--- src/sv/nfba_pkg.sv ---
// shared constants, codes and control types for the next-fit bitmap block allocator
`default_nettype none
package nfba_pkg;

  localparam int MAX_BLOCKS = 1024;
  localparam int IDX_W      = $clog2(MAX_BLOCKS);
  localparam int NUM_W      = 11;
  localparam int INODE_W    = 10;
  localparam int WORD_W     = 32;
  localparam int BIT_W      = $clog2(WORD_W);
  localparam int WORDS      = MAX_BLOCKS / WORD_W;
  localparam int WADDR_W    = $clog2(WORDS);
  localparam int NW_W       = $clog2(WORDS + 1);
  localparam int IN_DATA_W  = 16;
  localparam int OUT_DATA_W = 24;
  localparam int STAT_W     = 2;

  localparam logic [STAT_W-1:0] ST_OK       = 2'd0;
  localparam logic [STAT_W-1:0] ST_FULL     = 2'd1;
  localparam logic [STAT_W-1:0] ST_RANGE    = 2'd2;
  localparam logic [STAT_W-1:0] ST_OCCUPIED = 2'd3;

  localparam logic CMD_ALLOC = 1'b0;
  localparam logic CMD_MARK  = 1'b1;

  localparam logic REG_INODE = 1'b0;
  localparam logic REG_DATA  = 1'b1;

  typedef struct packed {
    logic              capture;
    logic              start;
    logic              rd;
    logic              step;
    logic              commit;
    logic              set_res;
    logic [STAT_W-1:0] res_status;
    logic              out_load;
  } ctrl_cmd_t;

  typedef struct packed {
    logic is_alloc;
    logic area_empty;
    logic range_err;
    logic found;
    logic last_word;
    logic occupied;
    logic out_free;
  } dp_stat_t;

endpackage
`default_nettype wire

--- src/sv/nfba_ram.sv ---
// generic single-port-write, registered-read ram
`default_nettype none
module nfba_ram #(
  parameter int WIDTH = 32,
  parameter int DEPTH = 32
) (
  input  wire logic                     clk,
  input  wire logic                     we,
  input  wire logic [$clog2(DEPTH)-1:0] waddr,
  input  wire logic [WIDTH-1:0]         wdata,
  input  wire logic                     re,
  input  wire logic [$clog2(DEPTH)-1:0] raddr,
  output      logic [WIDTH-1:0]         rdata
);

  logic [WIDTH-1:0] mem [DEPTH];

  always_ff @(posedge clk) begin
    if (we) begin
      mem[waddr] <= wdata;
    end
    if (re) begin
      rdata <= mem[raddr];
    end
  end

endmodule
`default_nettype wire

--- src/sv/nfba_ctrl.sv ---
// controller state machine: sequences capture, word scan, commit and result beat
`default_nettype none
module nfba_ctrl (
  input  wire logic               clk,
  input  wire logic               rst,
  input  wire logic               s_tvalid,
  output      logic               s_tready,
  input  wire nfba_pkg::dp_stat_t stat,
  output      nfba_pkg::ctrl_cmd_t cmd
);

  localparam logic [2:0] S_IDLE  = 3'd0;
  localparam logic [2:0] S_CHECK = 3'd1;
  localparam logic [2:0] S_RD    = 3'd2;
  localparam logic [2:0] S_EVAL  = 3'd3;
  localparam logic [2:0] S_DONE  = 3'd4;

  logic [2:0] state;
  logic [2:0] state_next;

  always_ff @(posedge clk) begin
    if (rst) begin
      state <= S_IDLE;
    end else begin
      state <= state_next;
    end
  end

  always_comb begin
    state_next = state;
    cmd        = '0;
    s_tready   = 1'b0;
    case (state)
      S_IDLE: begin
        s_tready = 1'b1;
        if (s_tvalid) begin
          cmd.capture = 1'b1;
          state_next  = S_CHECK;
        end
      end
      S_CHECK: begin
        if (stat.is_alloc && stat.area_empty) begin
          cmd.set_res    = 1'b1;
          cmd.res_status = nfba_pkg::ST_FULL;
          state_next     = S_DONE;
        end else if (!stat.is_alloc && stat.range_err) begin
          cmd.set_res    = 1'b1;
          cmd.res_status = nfba_pkg::ST_RANGE;
          state_next     = S_DONE;
        end else begin
          cmd.start  = 1'b1;
          state_next = S_RD;
        end
      end
      S_RD: begin
        cmd.rd     = 1'b1;
        state_next = S_EVAL;
      end
      S_EVAL: begin
        if (stat.is_alloc) begin
          if (stat.found) begin
            cmd.commit     = 1'b1;
            cmd.set_res    = 1'b1;
            cmd.res_status = nfba_pkg::ST_OK;
            state_next     = S_DONE;
          end else if (stat.last_word) begin
            cmd.set_res    = 1'b1;
            cmd.res_status = nfba_pkg::ST_FULL;
            state_next     = S_DONE;
          end else begin
            cmd.step   = 1'b1;
            state_next = S_RD;
          end
        end else if (stat.occupied) begin
          cmd.set_res    = 1'b1;
          cmd.res_status = nfba_pkg::ST_OCCUPIED;
          state_next     = S_DONE;
        end else begin
          cmd.commit     = 1'b1;
          cmd.set_res    = 1'b1;
          cmd.res_status = nfba_pkg::ST_OK;
          state_next     = S_DONE;
        end
      end
      S_DONE: begin
        if (stat.out_free) begin
          cmd.out_load = 1'b1;
          state_next   = S_IDLE;
        end
      end
      default: begin
        state_next = S_IDLE;
      end
    endcase
  end

endmodule
`default_nettype wire

--- src/sv/nfba_dp.sv ---
// datapath: config registers, bitmap ram, search pointer, count and result register
`default_nettype none
module nfba_dp (
  input  wire logic                                 clk,
  input  wire logic                                 rst,
  input  wire logic                                 cfg_we,
  input  wire logic                                 cfg_index,
  input  wire logic [nfba_pkg::NUM_W-1:0]           cfg_data,
  input  wire logic [nfba_pkg::IN_DATA_W-1:0]       s_tdata,
  input  wire logic                                 s_tuser,
  output      logic                                 m_tvalid,
  input  wire logic                                 m_tready,
  output      logic [nfba_pkg::OUT_DATA_W-1:0]      m_tdata,
  output      logic [nfba_pkg::STAT_W-1:0]          m_tuser,
  input  wire nfba_pkg::ctrl_cmd_t                  cmd,
  output      nfba_pkg::dp_stat_t                   stat
);

  localparam int NUM_W   = nfba_pkg::NUM_W;
  localparam int IDX_W   = nfba_pkg::IDX_W;
  localparam int WORD_W  = nfba_pkg::WORD_W;
  localparam int BIT_W   = nfba_pkg::BIT_W;
  localparam int WADDR_W = nfba_pkg::WADDR_W;
  localparam int NW_W    = nfba_pkg::NW_W;
  localparam int WORDS   = nfba_pkg::WORDS;

  logic [nfba_pkg::INODE_W-1:0] inode_area;
  logic [NUM_W-1:0]             data_area;
  logic                         cmd_r;
  logic [NUM_W-1:0]             req_r;
  logic [IDX_W-1:0]             ptr;
  logic [NUM_W-1:0]             used_count;
  logic [WADDR_W-1:0]           w;
  logic [NW_W-1:0]              k;
  logic [WORDS-1:0]             word_valid;
  logic [nfba_pkg::STAT_W-1:0]  res_status;
  logic [NUM_W-1:0]             res_granted;

  logic [NUM_W-1:0]   d;
  logic [NUM_W:0]     dsum;
  logic [NW_W-1:0]    nwords;
  logic [NW_W-1:0]    d_hi;
  logic [BIT_W-1:0]   d_lo;
  logic [IDX_W-1:0]   p_eff;
  logic [BIT_W-1:0]   p_lo;
  logic               under;
  logic [NUM_W-1:0]   diff;
  logic [IDX_W-1:0]   mark_idx;
  logic [WORD_W-1:0]  rd_data;
  logic [WORD_W-1:0]  cur_word;
  logic [WORD_W-1:0]  area_mask;
  logic [WORD_W-1:0]  pass_mask;
  logic [WORD_W-1:0]  free_vec;
  logic [BIT_W-1:0]   enc;
  logic [BIT_W-1:0]   bit_pos;
  logic [NW_W-1:0]    w_inc;
  logic [WADDR_W-1:0] w_next;
  logic [IDX_W-1:0]   found_idx;
  logic               ram_we;
  logic [WORD_W-1:0]  ram_wdata;

  assign d      = (data_area > NUM_W'(nfba_pkg::MAX_BLOCKS))
                  ? NUM_W'(nfba_pkg::MAX_BLOCKS) : data_area;
  assign dsum   = {1'b0, d} + (NUM_W + 1)'(WORD_W - 1);
  assign nwords = dsum[BIT_W +: NW_W];
  assign d_hi   = d[NUM_W-1:BIT_W];
  assign d_lo   = d[BIT_W-1:0];
  assign p_eff  = ({1'b0, ptr} >= d) ? '0 : ptr;
  assign p_lo   = p_eff[BIT_W-1:0];

  assign under    = req_r < NUM_W'(inode_area);
  assign diff     = req_r - NUM_W'(inode_area);
  assign mark_idx = diff[IDX_W-1:0];

  assign cur_word = word_valid[w] ? rd_data : '0;

  always_comb begin
    if ({1'b0, w} < d_hi) begin
      area_mask = '1;
    end else if ({1'b0, w} == d_hi) begin
      area_mask = ~({WORD_W{1'b1}} << d_lo);
    end else begin
      area_mask = '0;
    end
    if (k == '0) begin
      pass_mask = {WORD_W{1'b1}} << p_lo;
    end else if (k == nwords) begin
      pass_mask = ~({WORD_W{1'b1}} << p_lo);
    end else begin
      pass_mask = '1;
    end
  end

  assign free_vec = ~cur_word & area_mask & pass_mask;

  // lowest free bit
  always_comb begin
    enc = '0;
    for (int b = WORD_W - 1; b >= 0; b--) begin
      if (free_vec[b]) begin
        enc = BIT_W'(b);
      end
    end
  end

  assign found_idx = {w, enc};
  assign w_inc     = {1'b0, w} + NW_W'(1);
  assign w_next    = (w_inc == nwords) ? '0 : w_inc[WADDR_W-1:0];
  assign bit_pos   = cmd_r ? mark_idx[BIT_W-1:0] : enc;
  assign ram_we    = cmd.commit;
  assign ram_wdata = cur_word | (WORD_W'(1) << bit_pos);

  assign stat.is_alloc   = (cmd_r == nfba_pkg::CMD_ALLOC);
  assign stat.area_empty = (d == '0);
  assign stat.range_err  = under || (diff >= d);
  assign stat.found      = |free_vec;
  assign stat.last_word  = (k == nwords);
  assign stat.occupied   = cur_word[mark_idx[BIT_W-1:0]];
  assign stat.out_free   = !m_tvalid || m_tready;

  nfba_ram #(
    .WIDTH (WORD_W),
    .DEPTH (WORDS)
  ) u_map (
    .clk   (clk),
    .we    (ram_we),
    .waddr (w),
    .wdata (ram_wdata),
    .re    (cmd.rd),
    .raddr (w),
    .rdata (rd_data)
  );

  // control state
  always_ff @(posedge clk) begin
    if (rst) begin
      inode_area <= '0;
      data_area  <= NUM_W'(nfba_pkg::MAX_BLOCKS);
      ptr        <= '0;
      used_count <= '0;
      word_valid <= '0;
      m_tvalid   <= 1'b0;
    end else begin
      if (cfg_we) begin
        if (cfg_index == nfba_pkg::REG_INODE) begin
          inode_area <= cfg_data[nfba_pkg::INODE_W-1:0];
        end else begin
          data_area <= cfg_data;
        end
      end
      if (cmd.commit) begin
        word_valid[w] <= 1'b1;
        used_count    <= used_count + NUM_W'(1);
        if (cmd_r == nfba_pkg::CMD_ALLOC) begin
          ptr <= found_idx;
        end
      end
      if (cmd.out_load) begin
        m_tvalid <= 1'b1;
      end else if (m_tready) begin
        m_tvalid <= 1'b0;
      end
    end
  end

  // payload
  always_ff @(posedge clk) begin
    if (cmd.capture) begin
      cmd_r <= s_tuser;
      req_r <= s_tdata[NUM_W-1:0];
    end
    if (cmd.start) begin
      w <= (cmd_r == nfba_pkg::CMD_ALLOC) ? p_eff[IDX_W-1:BIT_W] : mark_idx[IDX_W-1:BIT_W];
      k <= '0;
    end else if (cmd.step) begin
      w <= w_next;
      k <= k + NW_W'(1);
    end
    if (cmd.set_res) begin
      res_status  <= cmd.res_status;
      res_granted <= (cmd.commit && cmd_r == nfba_pkg::CMD_ALLOC)
                     ? NUM_W'(inode_area) + NUM_W'(found_idx) : '0;
    end
    if (cmd.out_load) begin
      m_tdata <= {(nfba_pkg::OUT_DATA_W - 2 * NUM_W)'(0), used_count, res_granted};
      m_tuser <= res_status;
    end
  end

  a_count_bound: assert property (@(posedge clk) disable iff (rst)
    used_count <= NUM_W'(nfba_pkg::MAX_BLOCKS))
    else $error("in-use count above capacity");

  a_count_hold: assert property (@(posedge clk) disable iff (rst)
    !cmd.commit |=> $stable(used_count))
    else $error("in-use count moved without a commit");

  a_grant_in_area: assert property (@(posedge clk) disable iff (rst)
    cmd.commit && cmd_r == nfba_pkg::CMD_ALLOC |-> ({1'b0, found_idx} < d))
    else $error("allocated block outside data area");

  a_word_valid: assert property (@(posedge clk) disable iff (rst)
    ram_we |=> word_valid[$past(w)])
    else $error("written bitmap word not marked valid");

endmodule
`default_nettype wire

--- src/sv/next_fit_bitmap_block_allocator.sv ---
// top level of the next-fit bitmap block allocator
// One command is handled at a time. A mark passes through the check, ram read
// and evaluate states before its result is offered, and a mark out of range or
// an allocate on an empty area goes from the check state straight to the result.
// An allocate reads the bitmap one 32-bit word at a time, each word through a
// ram read state and an evaluate state, starting at the search pointer's word;
// when the area is full it reads ceil(D/32)+1 words, the start word twice.
// A result waits in the done state until the output register is free.
// The next command can be taken in the cycle after the result is offered, while
// that result may still wait on the output register. The bitmap is cleared at reset
// through per-word valid flags, so no clearing pass is needed; configuration
// writes leave map, pointer and count unchanged and should only happen while
// no command is in flight.
`default_nettype none
module next_fit_bitmap_block_allocator (
  input  wire logic                                 clk,
  input  wire logic                                 rst,
  input  wire logic                                 cfg_we,
  input  wire logic                                 cfg_index,
  input  wire logic [nfba_pkg::NUM_W-1:0]           cfg_data,
  input  wire logic                                 s_tvalid,
  output      logic                                 s_tready,
  input  wire logic [nfba_pkg::IN_DATA_W-1:0]       s_tdata,   // request_block
  input  wire logic                                 s_tuser,   // command
  output      logic                                 m_tvalid,
  input  wire logic                                 m_tready,
  output      logic [nfba_pkg::OUT_DATA_W-1:0]      m_tdata,   // granted_block, blocks_used
  output      logic [nfba_pkg::STAT_W-1:0]          m_tuser    // status
);

  nfba_pkg::ctrl_cmd_t cmd;
  nfba_pkg::dp_stat_t  stat;

  nfba_ctrl u_ctrl (
    .clk      (clk),
    .rst      (rst),
    .s_tvalid (s_tvalid),
    .s_tready (s_tready),
    .stat     (stat),
    .cmd      (cmd)
  );

  nfba_dp u_dp (
    .clk       (clk),
    .rst       (rst),
    .cfg_we    (cfg_we),
    .cfg_index (cfg_index),
    .cfg_data  (cfg_data),
    .s_tdata   (s_tdata),
    .s_tuser   (s_tuser),
    .m_tvalid  (m_tvalid),
    .m_tready  (m_tready),
    .m_tdata   (m_tdata),
    .m_tuser   (m_tuser),
    .cmd       (cmd),
    .stat      (stat)
  );

endmodule
`default_nettype wire
--- config.mk ---
export PLATFORM = sky130hd
export DESIGN_NAME = next_fit_bitmap_block_allocator
export DESIGN_NICKNAME = d
export VERILOG_FILES = /design/src/sv/nfba_pkg.sv /design/src/sv/nfba_ram.sv /design/src/sv/nfba_ctrl.sv /design/src/sv/nfba_dp.sv /design/src/sv/next_fit_bitmap_block_allocator.sv
export SDC_FILE = /design/constraint.sdc
export NUM_CORES = 1
export LEC_CHECK = 0
export ABC_AREA = 0
export ABC_CLOCK_PERIOD_IN_PS = 16400
export BUFFER_PORTS_ARGS = -buffer_cell sky130_fd_sc_hd__buf_2
export CAP_MARGIN = 20
export CORE_MARGIN = 2
export CORE_UTILIZATION = 52
export DETAILED_ROUTE_END_ITERATION = 10
export GPL_TIMING_DRIVEN = 0
export PLACE_DENSITY_LB_ADDON = 0.05
export SLEW_MARGIN = 40
export SYNTH_ARGS = -nofsm -noshare
export SYNTH_HDL_FRONTEND = slang
export SYNTH_SLANG_ARGS = --single-unit
--- constraint.sdc ---
create_clock -name clk -period 16.4 [get_ports clk]
set_clock_uncertainty 0.1 [all_clocks]
set_input_delay 0.82 -clock clk [delete_from_list [all_inputs] [get_ports clk]]
set_output_delay 0.82 -clock clk [all_outputs]
set_load 0.005 [all_outputs]
Word-level counts from Yosys, hierarchy flattened --
Memories as Yosys holds them, arrays and structs flattened. A register that Yosys moved wholly into a read port is not among the register bits. Cells that the tools add are included.
Word-level totals: bits in registers 138, RAM bits 1024, output and inout port bits 28, memories kept 1
Memories:
- u_dp.u_map.mem | words 32, width 32, read ports 1, clocked after Yosys merged registers in 1, wr ports 1, RTL line nfba_ram.sv:16 | logic [WIDTH-1:0] mem [DEPTH];
Operators by class: add/sub/neg operators 6, magnitude comparators 8, eq/ne operators 9, shift operators 3, muxes and demuxes 84, bitwise logic cells 9, reduce and logical (&&, ||, !) cells 17
Operators by type and width (count):
- 2-to-1 mux 5 bit | 37
- 2-to-1 mux 32 bit | 5
- NOT 32 bit | 3
- AND 32 bit | 2
- bitwise OR 32 bit | 2
- << shifter 32 x 5 -> 32 bit (first input constant) | 2
- 2-to-1 mux 3 bit | 11
- OR reduction 32 bit | 1
- << shifter 1 x 5 -> 32 bit (first input constant) | 1
- 2-to-1 mux 1 bit | 21
- case mux 3 bit (5 select lines) | 1
- equality test 6 bit | 2
- < comparator 5 x 6 -> 1 bit (second input constant) | 2
- adder 10 x 10 -> 11 bit | 1
- adder 11 x 1 -> 11 bit (second input constant) | 1
- adder 11 x 5 -> 11 bit (second input constant) | 1
- >= comparator 10 x 11 -> 1 bit | 1
- >= comparator 11 bit | 1
- greater-than comparator 11 bit (second input constant) | 1
- logical NOT 11 bit | 1
- < comparator 11 x 10 -> 1 bit | 1
- 2-to-1 mux 11 bit | 1
- subtractor 11 x 10 -> 11 bit | 1
- binary-select mux 1 bit (select 5 bit) | 2
- 22 further kinds | 34

Longest topological paths before layout --
depth in word-level cells 44, mapped depth 30, gate-level depth less buffers 26

By module --
A second synthesis with hierarchy kept.
Unflattened totals: cells, all modules 3488, area total of the unflattened synthesis 51020.2 µm²
Modules (own cells, without submodules):
- nfba_ram | times used 1, cells each 2260, area each 40811.6 µm²
- nfba_dp | times used 1, cells each 1192, area each 9922.0 µm²
- nfba_ctrl | times used 1, cells each 36, area each 286.5 µm²

Worst setup path after synthesis --
Ideal clock, no wire load.
path type register -> register, from register u_dp.data_area[10], to memory u_dp.u_map.mem[0][30], data pin, data arrival time 5724 ps, setup slack 10122 ps, stages on the path, launching flop included 19, buffers on the path 4, clock period less this slack 6278 ps, cell sequence dfxtp_1 > buf_2 > clkbuf_1 > nand2b_1 > clkbuf_1 > ha_1 > a211oi_1 > nand2_1 > o221a_2 > buf_6 > nor4_1 > a221oi_1 > a311oi_1 > o21ai_0 > or4_1 > a21o_1 > a21oi_2 > o211ai_1 > o21ai_0
On the way: cells in the longest elaborated chain, start to end 44, elaborated cells between the ends (all ways) 53
Ends and longest elaborated chain:
- start, declared | RTL line nfba_dp.sv:28 | logic [NUM_W-1:0] data_area;
- start signal, assigned | RTL line nfba_dp.sv:138 | data_area <= NUM_W'(nfba_pkg::MAX_BLOCKS);
- start signal, assigned | RTL line nfba_dp.sv:148 | data_area <= cfg_data;
- greater-than comparator 11 bit | RTL line nfba_dp.sv:62 | assign d = (data_area > NUM_W'(nfba_pkg::MAX_BLOCKS))
- 2-to-1 mux 11 bit * | RTL line nfba_dp.sv:63 | ? NUM_W'(nfba_pkg::MAX_BLOCKS) : data_area;
- >= comparator 10 x 11 -> 1 bit | RTL line nfba_dp.sv:68 | assign p_eff = ({1'b0, ptr} >= d) ? '0 : ptr;
- 2-to-1 mux 10 bit | RTL line nfba_dp.sv:68
- << shifter 32 x 5 -> 32 bit | RTL line nfba_dp.sv:86, nfba_dp.sv:88
- NOT 32 bit | RTL line nfba_dp.sv:88 | pass_mask = ~({WORD_W{1'b1}} << p_lo);
- 2-to-1 mux 32 bit | RTL line nfba_dp.sv:87 | end else if (k == nwords) begin
- 2-to-1 mux 32 bit | RTL line nfba_dp.sv:85 | if (k == '0) begin
- AND 32 bit * | RTL line nfba_dp.sv:94 | assign free_vec = ~cur_word & area_mask & pass_mask;
- 2-to-1 mux 5 bit (31 in series) | RTL line nfba_dp.sv:100 | if (free_vec[b]) begin
- 2-to-1 mux 5 bit * | RTL line nfba_dp.sv:100
- via u_dp.enc[2] | RTL line nfba_dp.sv:54 | logic [BIT_W-1:0] enc;
- 2-to-1 mux 5 bit * | RTL line nfba_dp.sv:109 | assign bit_pos = cmd_r ? mark_idx[BIT_W-1:0] : enc;
- << shifter 1 x 5 -> 32 bit * | RTL line nfba_dp.sv:111 | assign ram_wdata = cur_word | (WORD_W'(1) << bit_pos);
- bitwise OR 32 bit * | RTL line nfba_dp.sv:111
- via u_dp.ram_wdata[30] | RTL line nfba_dp.sv:60 | logic [WORD_W-1:0] ram_wdata;
- end, declared | RTL line nfba_ram.sv:16
The timed path passes the listed nets; every way through them passes the cells marked *.

Worst setup path in the final report --
from register u_dp.data_area[10], to memory u_dp.u_map.mem[2][16] (enable)
On the way: cells in the longest elaborated chain, start to end 15, elaborated cells between the ends (all ways) 24
Ends and longest elaborated chain:
- greater-than comparator 11 bit | RTL line nfba_dp.sv:62
- 2-to-1 mux 11 bit * | RTL line nfba_dp.sv:63
- >= comparator 10 x 11 -> 1 bit | RTL line nfba_dp.sv:68
- 2-to-1 mux 10 bit | RTL line nfba_dp.sv:68
- << shifter 32 x 5 -> 32 bit | RTL line nfba_dp.sv:86, nfba_dp.sv:88
- NOT 32 bit | RTL line nfba_dp.sv:88
- 2-to-1 mux 32 bit | RTL line nfba_dp.sv:87
- 2-to-1 mux 32 bit | RTL line nfba_dp.sv:85
- AND 32 bit * | RTL line nfba_dp.sv:94
- OR reduction 32 bit * | RTL line nfba_dp.sv:116 | assign stat.found = |free_vec;
- 2-to-1 mux 1 bit * | RTL line nfba_ctrl.sv:61 | if (stat.found) begin
- 2-to-1 mux 4 bit * | RTL line nfba_ctrl.sv:60 | if (stat.is_alloc) begin
- 2-to-1 mux 2 bit * | RTL line nfba_ctrl.sv:33 | case (state)
- 2-to-1 mux 1 bit * | RTL line nfba_ram.sv:19 | if (we) begin
- 2-to-1 mux 1 bit (implied by the code) * | RTL line nfba_ram.sv:20 | mem[waddr] <= wdata;
Every way passes the cells marked *; elsewhere a longest branch is shown, timed or not.

==> PnR_summary.wiki <==
{| class="wikitable"
! Metric !! Value
|-
| Run status || complete, no violations
|-
| Final Critical Period || 8.69 ns
|-
| Ys flop type || sky130_fd_sc_hd__edfxtp_1
|-
| Port Buffer Count || 54
|-
| Mapped cell area || 49500 um^2
|-
| Critical Path Max Stage Delay || 0.76 ns
|-
| Worst-case reg-to-reg path depth || 22
|-
| Commonest cells after routing, fill and taps aside || sky130_fd_sc_hd__edfxtp_1, sky130_fd_sc_hd__mux4_2, sky130_fd_sc_hd__nand2_1, sky130_fd_sc_hd__a22oi_1, sky130_fd_sc_hd__clkbuf_16
|-
| Via-per-instance ratio || 6.77
|-
| Effective utilization at floorplan || 0.523
|-
| Number of nets in the finished design || 3279
|-
| Buffer levels on the longest clock path || 3
|-
| Distinct cell type count of the synthesized netlist || 89
|-
| Wire length of the first global-routing pass || 234000 um
|-
| Critical path start-end classification || flip-flop to flip-flop
|-
| Number of H-tree branching levels || 3
|-
| Multi-input combinational cell area || 14400 um^2
|-
| Most common cell after layout, fill and taps aside || sky130_fd_sc_hd__edfxtp_1
|-
| Number of synthesis warnings || 0
|-
| Total iterations of the first detailed-routing run || 5
|-
| Antenna violations before repair || 7
|-
| EDFF count, synth || 1110
|-
| Critical path required time || 16.73 ns
|-
| Final-layout fill cell count || 6856
|-
| DRC Markers || 0
|-
| Post-Syn Instances || 2863
|-
| P&R area growth vs syn || 18.8%
|-
| Cell type with the highest occurrence count on the critical path || sky130_fd_sc_hd__nand2_1
|-
| Slew Viols, Final || 0
|-
| Endpoint kind of the worst setup timing path || flip-flop
|-
| Highest-delay cell along the critical path || sky130_fd_sc_hd__a221oi_1
|-
| Highest fanout seen on the critical path || 11
|-
| Via count of the first global-routing pass || 30500
|-
| Slew margin rel. || 0.370
|-
| Crit path DAT || 9.02 ns
|-
| Global-route usage over all layers || 0.347
|-
| Setup crit start kind || flip-flop
|-
| Synth async-reset ratio || 0
|-
| Placed wire-length estimate after detailed placement || 120000 um
|-
| Routed wirelength normalized by instance count || 37.0 um
|-
| Total of flip-flops plus latches after synthesis || 1194
|-
| Die height || 313 um
|-
| Endpoints failing setup || 0
|-
| Total number of vias || 30900
|-
| P_leak || 19.3 nW
|-
| Insertion delay to the later sink of the worst-skew pair || 0.73 ns
|-
| Period Utilization, post-route || 0.530
|-
| DRT Wirelength || 169000 um
|-
| Depth of the worst hold-timing path || 1
|-
| CTS-repair resized insts || 0
|-
| # Max-Cap Violations || 0
|-
| Cts hold-fix bufs || 0
|-
| Root buf cell || sky130_fd_sc_hd__clkbuf_16
|-
| Initial detailed-routing violation count || 4746
|-
| Post-CTS Repair Setup Buffers || 0
|-
| Area inside the core boundary || 94700 um^2
|-
| Fraction of final layout cells sized beyond drive strength 1 || 0.263
|-
| Final estimated routing congestion in global placement || 0.902
|-
| Total number of placement rows || 113
|-
| Clock buffer count from CTS || 117
|-
| Area of all sequential standard cells || 35000 um^2
|-
| Max Freq || 0.115 GHz
|-
| Unrepaired setup endpoints after global routing || no
|-
| Residual antenna-violating net count after detailed routing || 0
|-
| Final global-route overflow total || 0
|-
| Final standard cell utilization of the core || 0.621
|-
| Worst-path cell chain || buf_2 -> inv_1 -> clkbuf_1 -> nand2_1 -> ha_1 -> nand3b_1 -> or4_1 -> nand2_1 -> clkbuf_1 -> nor4_2 -> a221oi_1 -> a311oi_1 -> o21ai_0 -> nor3_2 -> and3_1 -> a21oi_2 -> buf_2 -> nand2_1 -> nor2_4 -> buf_8 -> buf_16 -> buf_16
|-
| Actual transition at the worst max-transition pin || 0.946 ns
|-
| Maximum ir drop on the vdd rail || 121 uV
|-
| Clock input transition at the sequential cells of the worst setup and hold paths || 0.06 ns
|-
| Ports || 62
|-
| Reg-to-reg slack, setup || 7.71 ns
|-
| Die width || 313 um
|-
| Sequential area share after synthesis || 0.707
|-
| Hold Path Class || input port to flip-flop
|-
| Clk sink count || 1194
|-
| Final-report hold violation count || 0
|-
| Mean Syn Cell Area || 17.3 um^2
|-
| Maximum number of pins on one net before global-route repair || 33
|-
| CTS tree || built
|-
| Die area || 97700 um^2
|-
| Power per unit of standard cell area || 115 nW/um^2
|-
| Final sum of negative setup slack || 0 ns
|}
-- cell type report --
class,instances,share of cell area
Sequential cell,1194,0.595
Multi-Input combinational cell,1459,0.245
Timing Repair Buffer,207,0.0530
Clock buffer,137,0.0518
Tap cell,1265,0.0269
Buffer,172,0.0136
Clock inverter,83,0.0121
Inverter,39,0.00249
Antenna cell,2,0.0000851
-- final timing paths --
kind,end,startpoint
min reg2reg,u_dp.m_tdata[4]$_DFFE_PP_,u_dp.res_granted[4]$_SDFFCE_PN0P_
max,u_dp.u_map.mem[2][16]$_DFFE_PP_,u_dp.data_area[10]$_SDFFE_PP1P_
max reg2reg,u_dp.u_map.mem[2][16]$_DFFE_PP_,u_dp.data_area[10]$_SDFFE_PP1P_
min,u_dp.req_r[5]$_DFFE_PP_,s_tdata[5]
-- sequential cells by signal, summed over array words and instances (netlist names), 11 cells and up --
register and cells:
u_dp.u_map.rdata 32, u_dp.res_granted 11, u_dp.req_r 11, u_dp.word_valid 32
u_dp.m_tdata 22, u_dp.data_area 11, u_dp.u_map.mem 1024, u_dp.used_count 11
-- worst max-delay path, delay by kind of cell, from the launching register on --
| kind | cells | cell delay [ns] |
|---|---|---|
| buf+inv | 8 | 2.57 |
| flops | 1 | 0.33 |
| simple gates | 9 | 3.05 |
| fa+ha+maj | 1 | 0.35 |
| compound gates | 4 | 1.97 |
-- metrics by stage --
step,instances,setup WS (ns),hold WS [ns],cell area [um^2],power (mW)
after CTS,4556,7.90,0.201,58800,6.75
after global placement,4183,5.05,0.301,51400,4.09
final,4558,7.71,0.231,58800,6.74
after detailed placement,4336,7.86,0.307,55000,4.15
after floorplan,2864,10.12,0.300,49500,3.83
after global routing,4556,7.53,0.207,58800,6.91
-- where the power goes --
| group | switching (mW) | internal (mW) |
|---|---|---|
| clock | 1.16 | 1.48 |
| sequential | 0.0190 | 3.38 |
| combinational | 0.458 | 0.236 |
| total | 1.64 | 5.10 |
-- routing by layer --
| metal | GRT usage | up-vias | wire, um |
|---|---|---|---|
| met2 | 0.563 | 2054 | 81200 |
| met3 | 0.0668 | 444 | 16300 |
| met4 | 0.182 | 4 | 10500 |
| met5 | 0 | - | 30 |
| met1 | 0.449 | 16000 | 60800 |
| li1 | - | 12400 | - |
-- synth_stat cells, types with 38 or more instances --
cell type	count	area, um^2
sky130_fd_sc_hd__a21oi_1	91	455
sky130_fd_sc_hd__a22oi_1	130	976
sky130_fd_sc_hd__inv_1	38	143
sky130_fd_sc_hd__clkbuf_1	114	428
sky130_fd_sc_hd__dfxtp_1	84	1680
sky130_fd_sc_hd__nor2_1	150	563
sky130_fd_sc_hd__mux4_2	268	6040
sky130_fd_sc_hd__ha_1	53	663
sky130_fd_sc_hd__nand2_1	163	612
sky130_fd_sc_hd__o21ai_0	78	390
sky130_fd_sc_hd__edfxtp_1	1110	33300
-- kinds of logic after synthesis --
group	count (synthesis)	synth area share
other	1	0.0000757
flip-flops	1194	0.707
multiplexers	295	0.127
buffers and inverters	211	0.0171
adder cells (fa/ha/maj)	55	0.0142
XOR/XNOR	35	0.00649
AND/OR/NAND/NOR	558	0.0561
AO/OA/AOI/OAI	514	0.0717
Power figures use the tool's default switching activity.
